`src/rtl/cll_pkg.sv`:
```
`timescale 1ns / 1ps
package cll_pkg;

    // Defaults for the top-level parameters
    localparam int NODE_COUNT_DEF = 128;
    localparam int VALUE_BITS_DEF = 32;

    // Fixed widths of the port fields
    localparam int INDEX_FIELD_BITS = 7;
    localparam int ITEM_FIELD_BITS  = 32;

    // Operation codes
    localparam logic [2:0] OP_FIND     = 3'd0;
    localparam logic [2:0] OP_INSERT   = 3'd1;
    localparam logic [2:0] OP_DELETE   = 3'd2;
    localparam logic [2:0] OP_IS_EMPTY = 3'd3;
    localparam logic [2:0] OP_NEW_LIST = 3'd4;

    // Status codes
    localparam logic [1:0] ST_OK        = 2'd0;
    localparam logic [1:0] ST_NO_SPACE  = 2'd1;
    localparam logic [1:0] ST_NOT_FOUND = 2'd2;

    // Read address select (shared by both stores)
    localparam logic [1:0] RA_HEAD  = 2'd0;
    localparam logic [1:0] RA_ZERO  = 2'd1;
    localparam logic [1:0] RA_RDATA = 2'd2;
    localparam logic [1:0] RA_AFTER = 2'd3;

    // Link write address select
    localparam logic [2:0] WA_ZERO  = 3'd0;
    localparam logic [2:0] WA_P     = 3'd1;
    localparam logic [2:0] WA_T     = 3'd2;
    localparam logic [2:0] WA_AFTER = 3'd3;
    localparam logic [2:0] WA_INIT  = 3'd4;

    // Link write data select
    localparam logic [2:0] WD_RDATA = 3'd0;
    localparam logic [2:0] WD_NX    = 3'd1;
    localparam logic [2:0] WD_T     = 3'd2;
    localparam logic [2:0] WD_ZERO  = 3'd3;
    localparam logic [2:0] WD_INIT  = 3'd4;

    // Input beat
    typedef struct packed {
        logic [2:0]                         opcode;
        logic [INDEX_FIELD_BITS-1:0]        list_head;
        logic signed [ITEM_FIELD_BITS-1:0]  item_value;
        logic [INDEX_FIELD_BITS-1:0]        after_node;
    } t_cmd;

    // Result beat
    typedef struct packed {
        logic [INDEX_FIELD_BITS-1:0] node_index;
        logic [1:0]                  status;
        logic                        list_empty;
    } t_result;

    // Controller to datapath commands
    typedef struct packed {
        logic       ld_in;
        logic [1:0] ra_sel;
        logic       lw_en;
        logic [2:0] wa_sel;
        logic [2:0] wd_sel;
        logic       vw_en;
        logic       p_ld_head;
        logic       p_ld_t;
        logic       t_ld_rd;
        logic       nx_ld_rd;
        logic       cnt_clr;
        logic       cnt_inc;
        logic       init_inc;
        logic       res_load;
        logic [1:0] res_status;
        logic       res_node_t;
        logic       res_empty;
    } t_ctl;

    // Datapath to controller status
    typedef struct packed {
        logic [2:0] opcode;
        logic       rd_zero;
        logic       val_hit;
        logic       cnt_full;
        logic       init_last;
    } t_stat;

endpackage

```
`src/rtl/cll_ctrl.sv`:
```
`timescale 1ns / 1ps
module cll_ctrl
    import cll_pkg::*;
(
    input  logic  i_clk,
    input  logic  i_rst_n,
    input  logic  start,
    input  t_stat i_stat,
    output logic  busy,
    output t_ctl  o_ctl
);

    localparam logic [3:0] S_INIT   = 4'd0;
    localparam logic [3:0] S_IDLE   = 4'd1;
    localparam logic [3:0] S_OP     = 4'd2;
    localparam logic [3:0] S_WFIRST = 4'd3;
    localparam logic [3:0] S_WALK   = 4'd4;
    localparam logic [3:0] S_UNLINK = 4'd5;
    localparam logic [3:0] S_RDFREE = 4'd6;
    localparam logic [3:0] S_PUSH   = 4'd7;
    localparam logic [3:0] S_HEAD   = 4'd8;
    localparam logic [3:0] S_EMPTY  = 4'd9;
    localparam logic [3:0] S_FREE   = 4'd10;
    localparam logic [3:0] S_POP    = 4'd11;
    localparam logic [3:0] S_CLRLNK = 4'd12;
    localparam logic [3:0] S_RDAFT  = 4'd13;
    localparam logic [3:0] S_LINK   = 4'd14;
    localparam logic [3:0] S_AFTER  = 4'd15;

    logic [3:0] r_state;
    logic [3:0] n_state;

    always_comb begin
        n_state = r_state;
        o_ctl   = '0;
        case (r_state)
            // Fill the link store with the free chain
            S_INIT: begin
                o_ctl.lw_en    = 1'b1;
                o_ctl.wa_sel   = WA_INIT;
                o_ctl.wd_sel   = WD_INIT;
                o_ctl.init_inc = 1'b1;
                if (i_stat.init_last) begin
                    n_state = S_IDLE;
                end
            end
            S_IDLE: begin
                if (start) begin
                    o_ctl.ld_in = 1'b1;
                    n_state     = S_OP;
                end
            end
            // Issue the first read for the operation, or finish an unused opcode
            S_OP: begin
                case (i_stat.opcode)
                    OP_FIND, OP_DELETE: begin
                        o_ctl.ra_sel    = RA_HEAD;
                        o_ctl.p_ld_head = 1'b1;
                        n_state         = S_WFIRST;
                    end
                    OP_IS_EMPTY: begin
                        o_ctl.ra_sel = RA_HEAD;
                        n_state      = S_EMPTY;
                    end
                    OP_INSERT, OP_NEW_LIST: begin
                        o_ctl.ra_sel = RA_ZERO;
                        n_state      = S_FREE;
                    end
                    default: begin
                        o_ctl.res_load   = 1'b1;
                        o_ctl.res_status = ST_OK;
                        n_state          = S_IDLE;
                    end
                endcase
            end
            // Step onto the first list node
            S_WFIRST: begin
                if (i_stat.rd_zero) begin
                    o_ctl.res_load   = 1'b1;
                    o_ctl.res_status = ST_NOT_FOUND;
                    n_state          = S_IDLE;
                end else begin
                    o_ctl.ra_sel  = RA_RDATA;
                    o_ctl.t_ld_rd = 1'b1;
                    o_ctl.cnt_clr = 1'b1;
                    n_state       = S_WALK;
                end
            end
            // Compare one node per cycle, advance along its link
            S_WALK: begin
                if (i_stat.val_hit) begin
                    if (i_stat.opcode == OP_FIND) begin
                        o_ctl.res_load   = 1'b1;
                        o_ctl.res_status = ST_OK;
                        o_ctl.res_node_t = 1'b1;
                        n_state          = S_IDLE;
                    end else begin
                        o_ctl.nx_ld_rd = 1'b1;
                        n_state        = S_UNLINK;
                    end
                end else begin
                    o_ctl.p_ld_t = 1'b1;
                    if (i_stat.rd_zero || i_stat.cnt_full) begin
                        o_ctl.res_load   = 1'b1;
                        o_ctl.res_status = ST_NOT_FOUND;
                        n_state          = S_IDLE;
                    end else begin
                        o_ctl.ra_sel  = RA_RDATA;
                        o_ctl.t_ld_rd = 1'b1;
                        o_ctl.cnt_inc = 1'b1;
                    end
                end
            end
            // Bypass the matched node
            S_UNLINK: begin
                o_ctl.lw_en  = 1'b1;
                o_ctl.wa_sel = WA_P;
                o_ctl.wd_sel = WD_NX;
                n_state      = S_RDFREE;
            end
            S_RDFREE: begin
                o_ctl.ra_sel = RA_ZERO;
                n_state      = S_PUSH;
            end
            // Push the freed node onto the free list
            S_PUSH: begin
                o_ctl.lw_en  = 1'b1;
                o_ctl.wa_sel = WA_T;
                o_ctl.wd_sel = WD_RDATA;
                n_state      = S_HEAD;
            end
            S_HEAD: begin
                o_ctl.lw_en      = 1'b1;
                o_ctl.wa_sel     = WA_ZERO;
                o_ctl.wd_sel     = WD_T;
                o_ctl.res_load   = 1'b1;
                o_ctl.res_status = ST_OK;
                n_state          = S_IDLE;
            end
            S_EMPTY: begin
                o_ctl.res_load   = 1'b1;
                o_ctl.res_status = ST_OK;
                o_ctl.res_empty  = i_stat.rd_zero;
                n_state          = S_IDLE;
            end
            // Take the free-list head
            S_FREE: begin
                if (i_stat.rd_zero) begin
                    o_ctl.res_load   = 1'b1;
                    o_ctl.res_status = ST_NO_SPACE;
                    n_state          = S_IDLE;
                end else begin
                    o_ctl.ra_sel  = RA_RDATA;
                    o_ctl.t_ld_rd = 1'b1;
                    n_state       = S_POP;
                end
            end
            S_POP: begin
                o_ctl.lw_en  = 1'b1;
                o_ctl.wa_sel = WA_ZERO;
                o_ctl.wd_sel = WD_RDATA;
                if (i_stat.opcode == OP_INSERT) begin
                    o_ctl.vw_en = 1'b1;
                    n_state     = S_RDAFT;
                end else begin
                    n_state = S_CLRLNK;
                end
            end
            S_CLRLNK: begin
                o_ctl.lw_en      = 1'b1;
                o_ctl.wa_sel     = WA_T;
                o_ctl.wd_sel     = WD_ZERO;
                o_ctl.res_load   = 1'b1;
                o_ctl.res_status = ST_OK;
                o_ctl.res_node_t = 1'b1;
                n_state          = S_IDLE;
            end
            S_RDAFT: begin
                o_ctl.ra_sel = RA_AFTER;
                n_state      = S_LINK;
            end
            // Splice the new node behind the given position
            S_LINK: begin
                o_ctl.lw_en  = 1'b1;
                o_ctl.wa_sel = WA_T;
                o_ctl.wd_sel = WD_RDATA;
                n_state      = S_AFTER;
            end
            S_AFTER: begin
                o_ctl.lw_en      = 1'b1;
                o_ctl.wa_sel     = WA_AFTER;
                o_ctl.wd_sel     = WD_T;
                o_ctl.res_load   = 1'b1;
                o_ctl.res_status = ST_OK;
                o_ctl.res_node_t = 1'b1;
                n_state          = S_IDLE;
            end
            default: begin
                n_state = S_IDLE;
            end
        endcase
    end

    always_ff @(posedge i_clk) begin
        if (!i_rst_n) begin
            r_state <= S_INIT;
        end else begin
            r_state <= n_state;
        end
    end

    assign busy = (r_state != S_IDLE);

endmodule

```
`config.mk`:
```
export PLATFORM = sky130hd
export DESIGN_NAME = cll_ctrl
export DESIGN_NICKNAME = d
export VERILOG_FILES = /design/src/rtl/cll_pkg.sv /design/src/rtl/cll_ctrl.sv
export SDC_FILE = /design/constraint.sdc
export NUM_CORES = 1
export LEC_CHECK = 0
export ABC_AREA = 0
export BUFFER_PORTS_ARGS = -buffer_cell sky130_fd_sc_hd__buf_2
export CAP_MARGIN = 20
export CORE_MARGIN = 4
export CORE_UTILIZATION = 40
export DETAILED_ROUTE_END_ITERATION = 12
export MAX_ROUTING_LAYER = met4
export PLACE_DENSITY = 0.7
export SYNTH_ARGS = -nofsm -noshare
export SYNTH_HDL_FRONTEND = slang
export SYNTH_SLANG_ARGS = --single-unit
```
`constraint.sdc`:
```
create_clock -name i_clk -period 3 [get_ports i_clk]
set_clock_uncertainty 0.15 [all_clocks]
set_input_delay 0.6 -clock i_clk [delete_from_list [all_inputs] [get_ports i_clk]]
set_output_delay 0.6 -clock i_clk [all_outputs]
set_load 0.05 [all_outputs]
```
==> results of run 1 <==
[final cells by class]
cell class,count,share of cell area (%)
multi-input combinational,89,61.8
inverter,6,2.57
clock buffer,3,2.44
sequential,4,8.66
tap,25,3.38
timing repair buffer,37,21.1
[kinds of logic (layout without fill, tap and decap cells)]
kind of cell / count (synthesis) / count (layout)
DFF: 4 / 4
and+or+nand+nor: 57 / 57
AOI/OAI and AO/OA: 30 / 30
xor gates and xnor gates: 2 / 2
buffers and inverters: 18 / 46
[layout by cell type, fill, tap and decap left out, drive strengths merged, types with 3 or more instances in the layout]
| master | instances |
|---|---|
| nor3 | 3 |
| and3 | 4 |
| a21oi | 9 |
| clkbuf | 3 |
| inv | 5 |
| nor2b | 6 |
| buf | 37 |
| nor2 | 11 |
| dfxtp | 4 |
| nand3 | 5 |
| o31ai | 3 |
| nand2 | 11 |
| nand2b | 6 |
[final timing paths]
check / startpoint / slack, ns / endpoint / depth (start not counted)
max: r_state[1]$_SDFFE_PN0P_ / 0.22 / o_ctl[21] / 4
min: i_rst_n / 0.48 / r_state[3]$_SDFFE_PN0P_ / 3
max reg2reg: r_state[1]$_SDFFE_PN0P_ / 1.11 / r_state[1]$_SDFFE_PN0P_ / 4
min reg2reg: r_state[3]$_SDFFE_PN0P_ / 0.59 / r_state[0]$_SDFFE_PN0P_ / 4
[metrics by stage]
stage	util, %	cell area, um2	worst slack (ns)	cells	hold WS (ns)
final	53.6	925	0.219	164	0.480
after global routing	53.6	925	0.121	164	0.474
after CTS	53.6	925	0.209	164	0.470
after detailed placement	52.2	902	0.451	161	0.577
after global placement	52.2	902	0.485	161	0.561
after floorplan	-	733	0.0185	111	0.528
[per-layer routing]
layer  track usage, %  up-vias  wire length, um  share of wire (%)
met3             3.86        0              177                8.3
met4            0.448        0                0                  0
li1                 -      458                -                  -
met2             26.1       35              948                 45
met1             22.1      405              999                 47
met5                -        -                0                  0
[worst max-delay path: cells and delay by family, from the launching register on]
family          cells  cell delay, ns
flops               1            0.46
buf+inv             1            0.31
compound gates      1            0.10
simple gates        2            0.93
[report_power, final]
part / switching (mW) / internal (mW) / total, mW
registers: 0.00762 / 0.0569 / 0.0645
logic: 0.118 / 0.0459 / 0.164
clock network: 0.0224 / 0.0448 / 0.0672
total: 0.148 / 0.148 / 0.296
==> metrics.cfg, run 1 <==
[clock_network]
cts_buffers = 3
h-tree-depth = 1
clock-root-buffer = clkbuf_4
post_cts_resized = 0
clk_pin_slew_ns = 0.04
hold_buffers = 0
cts_buffer_depth = 2
clk_latency_ns = 0.24
clkSinkCount = 4
post_cts_buffers = 0
cts_tree = done

[power]
p_leak_nw = 0.429
ir_drop_mv = 0.279
finalPower_uw = 296
p_per_area_nw_per_um2 = 320

[logic_synthesis]
synth_edf_count = 0
synth_area_leaders = dfxtp_1 11%, a21oi_1 6.2%, nand2_1 5.7%
syn_inst = 111
synth_top_family_by_area = simple AND/OR/NAND/NOR gates
synth_compound_gate_area_share_pct = 29.9
synth.net_count = 121
async_flop_share_pct = 0
ys_seq_area_share_pct = 11.1
synthXorXnorAreaFrac_pct = 2.42
synth_adder_area_share_pct = 0
yosys_register_bits = 4
synth_top_area_share_pct = 11.1
synth_common_cells = 11 x nand2_1, 11 x nor2_1, 9 x a21oi_1, 6 x nand2b_1, 6 x nor2b_1
ys.flop_type = dfxtp_1
yosysWarnings = 0
netlist_area_um2 = 724
synth-simple-area-share_pct = 45.4
synth_area_per_cell_um2 = 6.53
muxShareOfSynthArea_pct = 0
synth.distinct_cells = 42
synth_top_area_cell = dfxtp_1

[placement]
io_buffers = 33
post-dp-hpwl_um = 1630
gp_congestion = 0.909

[timing]
max_slew_margin_pct = 64.5
worst_pin_slew_ns = 0.532
rsz0062_at_grt = no
tns_ns = 0
fmax_mhz = 360
fin_crit_ns = 2.78
hold_violations = 0
setup_viol = 0
period_share_pct = 92.7
maxSlewViolCount = 0

[setup_path]
arrival_ns = 2.03
worstSetupPathType = flop to output pin
startpoint_type = flop
critPathRequiredTime_ns = 2.25
crit_slowest_cell = or4b_4
endpoint_kind = output pin
crit_chain = nor4b_4 > or4b_4 > o311ai_1 > buf_2
critical_path.max_fanout = 15
critical-path-max-stage-delay_ns = 0.56

[grt]
grt_usage_pct = 16.3
gr-total-overflow = 0
grt_max_degree = 24
grt_pass1_wl_um = 3190
antenna_found_initial = 0
grt_pass1_vias = 730

[drt]
wl_per_cell_um = 13.0
vias = 898
first_pass_iters = 4
drt-total-wl_um = 2130
antenna_left = 0
avgViaCountPerCell = 5.48
drtIter0Drc = 24
drc_errors = 0

[layout]
largest_register_ffs = 4
top_register = r_state
fillers = 186
top_regs = r_state x4
syn_to_final_growth_pct = 27.6
seq_area_um2 = 80.1
multi_input_area_um2 = 572
final_net_count = 151
n_antenna_cell = 0
drive_gt1_share_pct = 33.1

[job]
cap_violations = 0

[floorplanning]
row_count = 15
die_area_um2 = 2560
initial_core_util_pct = 42.0
core-area_um2 = 1730
io_pins = 34
fp.dieW_um = 50.6
die_y_um = 50.6

[outcome]
status = completed

[worst_hold_path]
worstHoldPathType = input port to flop

No activity file was read; power rests on OpenSTA's default activity.
==> inputs of run 2 (changes only) <==
- clock period: 3 -> 2.6 ns (I/O delays scaled with it)
==> run 2 against run 1 <==
Against the previous run:
- flip-flop and latch count did not move
- power is 16% higher
- routed wire length decreased by 0.56%
- final area is 3.2% higher
- sequential share of layout area decreased by 0.27 points
- critical endpoint unchanged
- clock-buffer cell count unchanged
- sequential power rose by 7.3%
- clock power increased by 14%
- global-route usage grew 1.2 points
- utilization is 1.7 points higher
- critical path depth stayed put
- combinational power is 21% higher
==> metrics.cfg, run 2 (synthesized netlist as in run 1, its figures left out) <==
[outcome]
status = completed

[grt]
gr-total-overflow = 0  ; unchanged
grt_max_degree = 27  ; +13%
grt_usage_pct = 17.5  ; +1.2 points
grt_pass1_vias = 767  ; +5.1%
grt_pass1_wl_um = 3460  ; +8.2%
antenna_found_initial = 0  ; unchanged

[floorplanning]
io_pins = 34  ; unchanged
row_count = 15  ; unchanged
core-area_um2 = 1730  ; unchanged
initial_core_util_pct = 42.0  ; unchanged
die_area_um2 = 2560  ; unchanged
die_y_um = 50.6  ; unchanged
fp.dieW_um = 50.6  ; unchanged

[timing]
rsz0062_at_grt = no
worst_pin_slew_ns = 0.358  ; -0.174 ns
period_share_pct = 96.7
maxSlewViolCount = 0  ; unchanged
fin_crit_ns = 2.51
fmax_mhz = 398
setup_slack_ns = 0.0852  ; -0.134 ns
setup_viol = 0  ; unchanged
max_slew_margin_pct = 75.5  ; +11 points
hold_violations = 0  ; unchanged

[clock_network]
cts_buffer_depth = 2  ; unchanged
hold_buffers = 0  ; unchanged
clk_pin_slew_ns = 0.04  ; about the same
clkSinkCount = 4  ; unchanged
post_cts_resized = 0  ; unchanged
h-tree-depth = 1  ; unchanged
cts_buffers = 3  ; unchanged
clk_latency_ns = 0.23  ; about the same
post_cts_buffers = 0  ; unchanged
cts_tree = done
clock-root-buffer = clkbuf_4

[setup_path]
worstSetupPathDepth = 4  ; unchanged
regToRegSetupSlack_ns = 0.82  ; -0.29 ns
arrival_ns = 1.84  ; -0.19 ns
crit_buf_inv = 1  ; unchanged
critical_path.max_fanout = 4  ; -11
worstSetupPathType = flop to output pin
startpoint_type = flop
critPathRequiredTime_ns = 1.93  ; -0.32 ns
endpoint_kind = output pin
crit_chain = nor4b_4 > or4b_4 > o311ai_2 > buf_2
critical-path-max-stage-delay_ns = 0.55  ; about the same
crit_end = o_ctl[21]
crit_slowest_cell = or4b_4
path_delay_family = simple AND/OR/NAND/NOR gates
reg2reg_from = r_state[3]$_SDFFE_PN0P_
r2r_cells = 6  ; +2
startpoint = r_state[0]$_SDFFE_PN0P_
rr_endpoint = r_state[1]$_SDFFE_PN0P_

[layout]
final_cell_mix = 33 x buf_2, 11 x nor2_1, 11 x nand2_1
top_register = r_state
drive_gt1_share_pct = 36.4  ; +3.3 points
syn_to_final_growth_pct = 31.8
fillers = 194  ; +4.3%
n_antenna_cell = 0  ; unchanged
layout_commonest_cell = buf_2
final_net_count = 152  ; +0.66%
top_regs = r_state x4
multi_input_area_um2 = 594  ; +3.9%
seq_area_um2 = 80.1  ; unchanged
largest_register_ffs = 4  ; unchanged

[job]
cap_violations = 0  ; unchanged

[power]
p_per_area_nw_per_um2 = 360  ; +13%
p_leak_nw = 0.440  ; +2.6%
ir_drop_mv = 0.267  ; -4.3%
finalPower_uw = 344  ; +16%

[drt]
antenna_left = 0  ; unchanged
drc_errors = 0  ; unchanged
vias = 904  ; +0.67%
wl_per_cell_um = 12.8  ; -1.2%
drt-total-wl_um = 2110  ; -0.56%
drtIter0Drc = 40  ; +67%
first_pass_iters = 4  ; unchanged
avgViaCountPerCell = 5.48  ; about the same

[placement]
io_buffers = 33  ; unchanged
gp_congestion = 0.901  ; -0.92%
preCtsSetupSlack_ns = 0.248  ; -0.202 ns
post-dp-hpwl_um = 1570  ; -3.8%

[worst_hold_path]
worstHoldPathType = input port to flop

-- run 2: per-stage QoR --
step / TNS, ns / hold slack (ns) / cells / util, % / area (um2)
2_1_floorplan: -0.295 / 0.479 / 111 / - / 756
3_3_place_gp: 0 / 0.598 / 162 / 54.0 / 932
3_5_place_dp: 0 / 0.601 / 162 / 54.0 / 932
4_1_cts: 0 / 0.395 / 165 / 55.3 / 955
5_1_grt: 0 / 0.387 / 165 / 55.3 / 955
6_report: 0 / 0.402 / 165 / 55.3 / 955
-- run 2: where the power goes --
part / total [mW] / internal (mW) / switching [mW]
logic: 0.198 / 0.0544 / 0.144
registers: 0.0692 / 0.0657 / 0.00355
clock network: 0.0764 / 0.0516 / 0.0248
-- run 2: final cells by class --
cell class	instances	area share, %
clock buffers	3	2.36
inverters	6	2.49
multi-input cells	89	62.3
flip-flops and latches	4	8.39
well taps	25	3.28
repair buffers	38	21.2
-- run 2: metal layers --
| metal | GRT usage (%) | share of wire [%] |
|---|---|---|
| met1 | 23.9 | 48 |
| met2 | 27.0 | 45 |
| met3 | 4.45 | 6.5 |
| met4 | 1.79 | 0 |
| met5 | - | 0 |
-- run 2: worst min path at each step --
stage | cells after the start | end | slack (ns) | startpoint
after CTS | 2 | r_state[2]$_SDFFE_PN0P_ | 0.39 | i_rst_n
after global placement | 3 | r_state[3]$_SDFFE_PN0P_ | 0.60 | r_state[1]$_SDFFE_PN0P_
after detailed placement | 3 | r_state[3]$_SDFFE_PN0P_ | 0.60 | r_state[1]$_SDFFE_PN0P_
after global routing | 2 | r_state[2]$_SDFFE_PN0P_ | 0.39 | i_rst_n
final | 2 | r_state[2]$_SDFFE_PN0P_ | 0.40 | i_rst_n
after floorplan | 2 | r_state[3]$_SDFFE_PN0P_ | 0.48 | i_rst_n
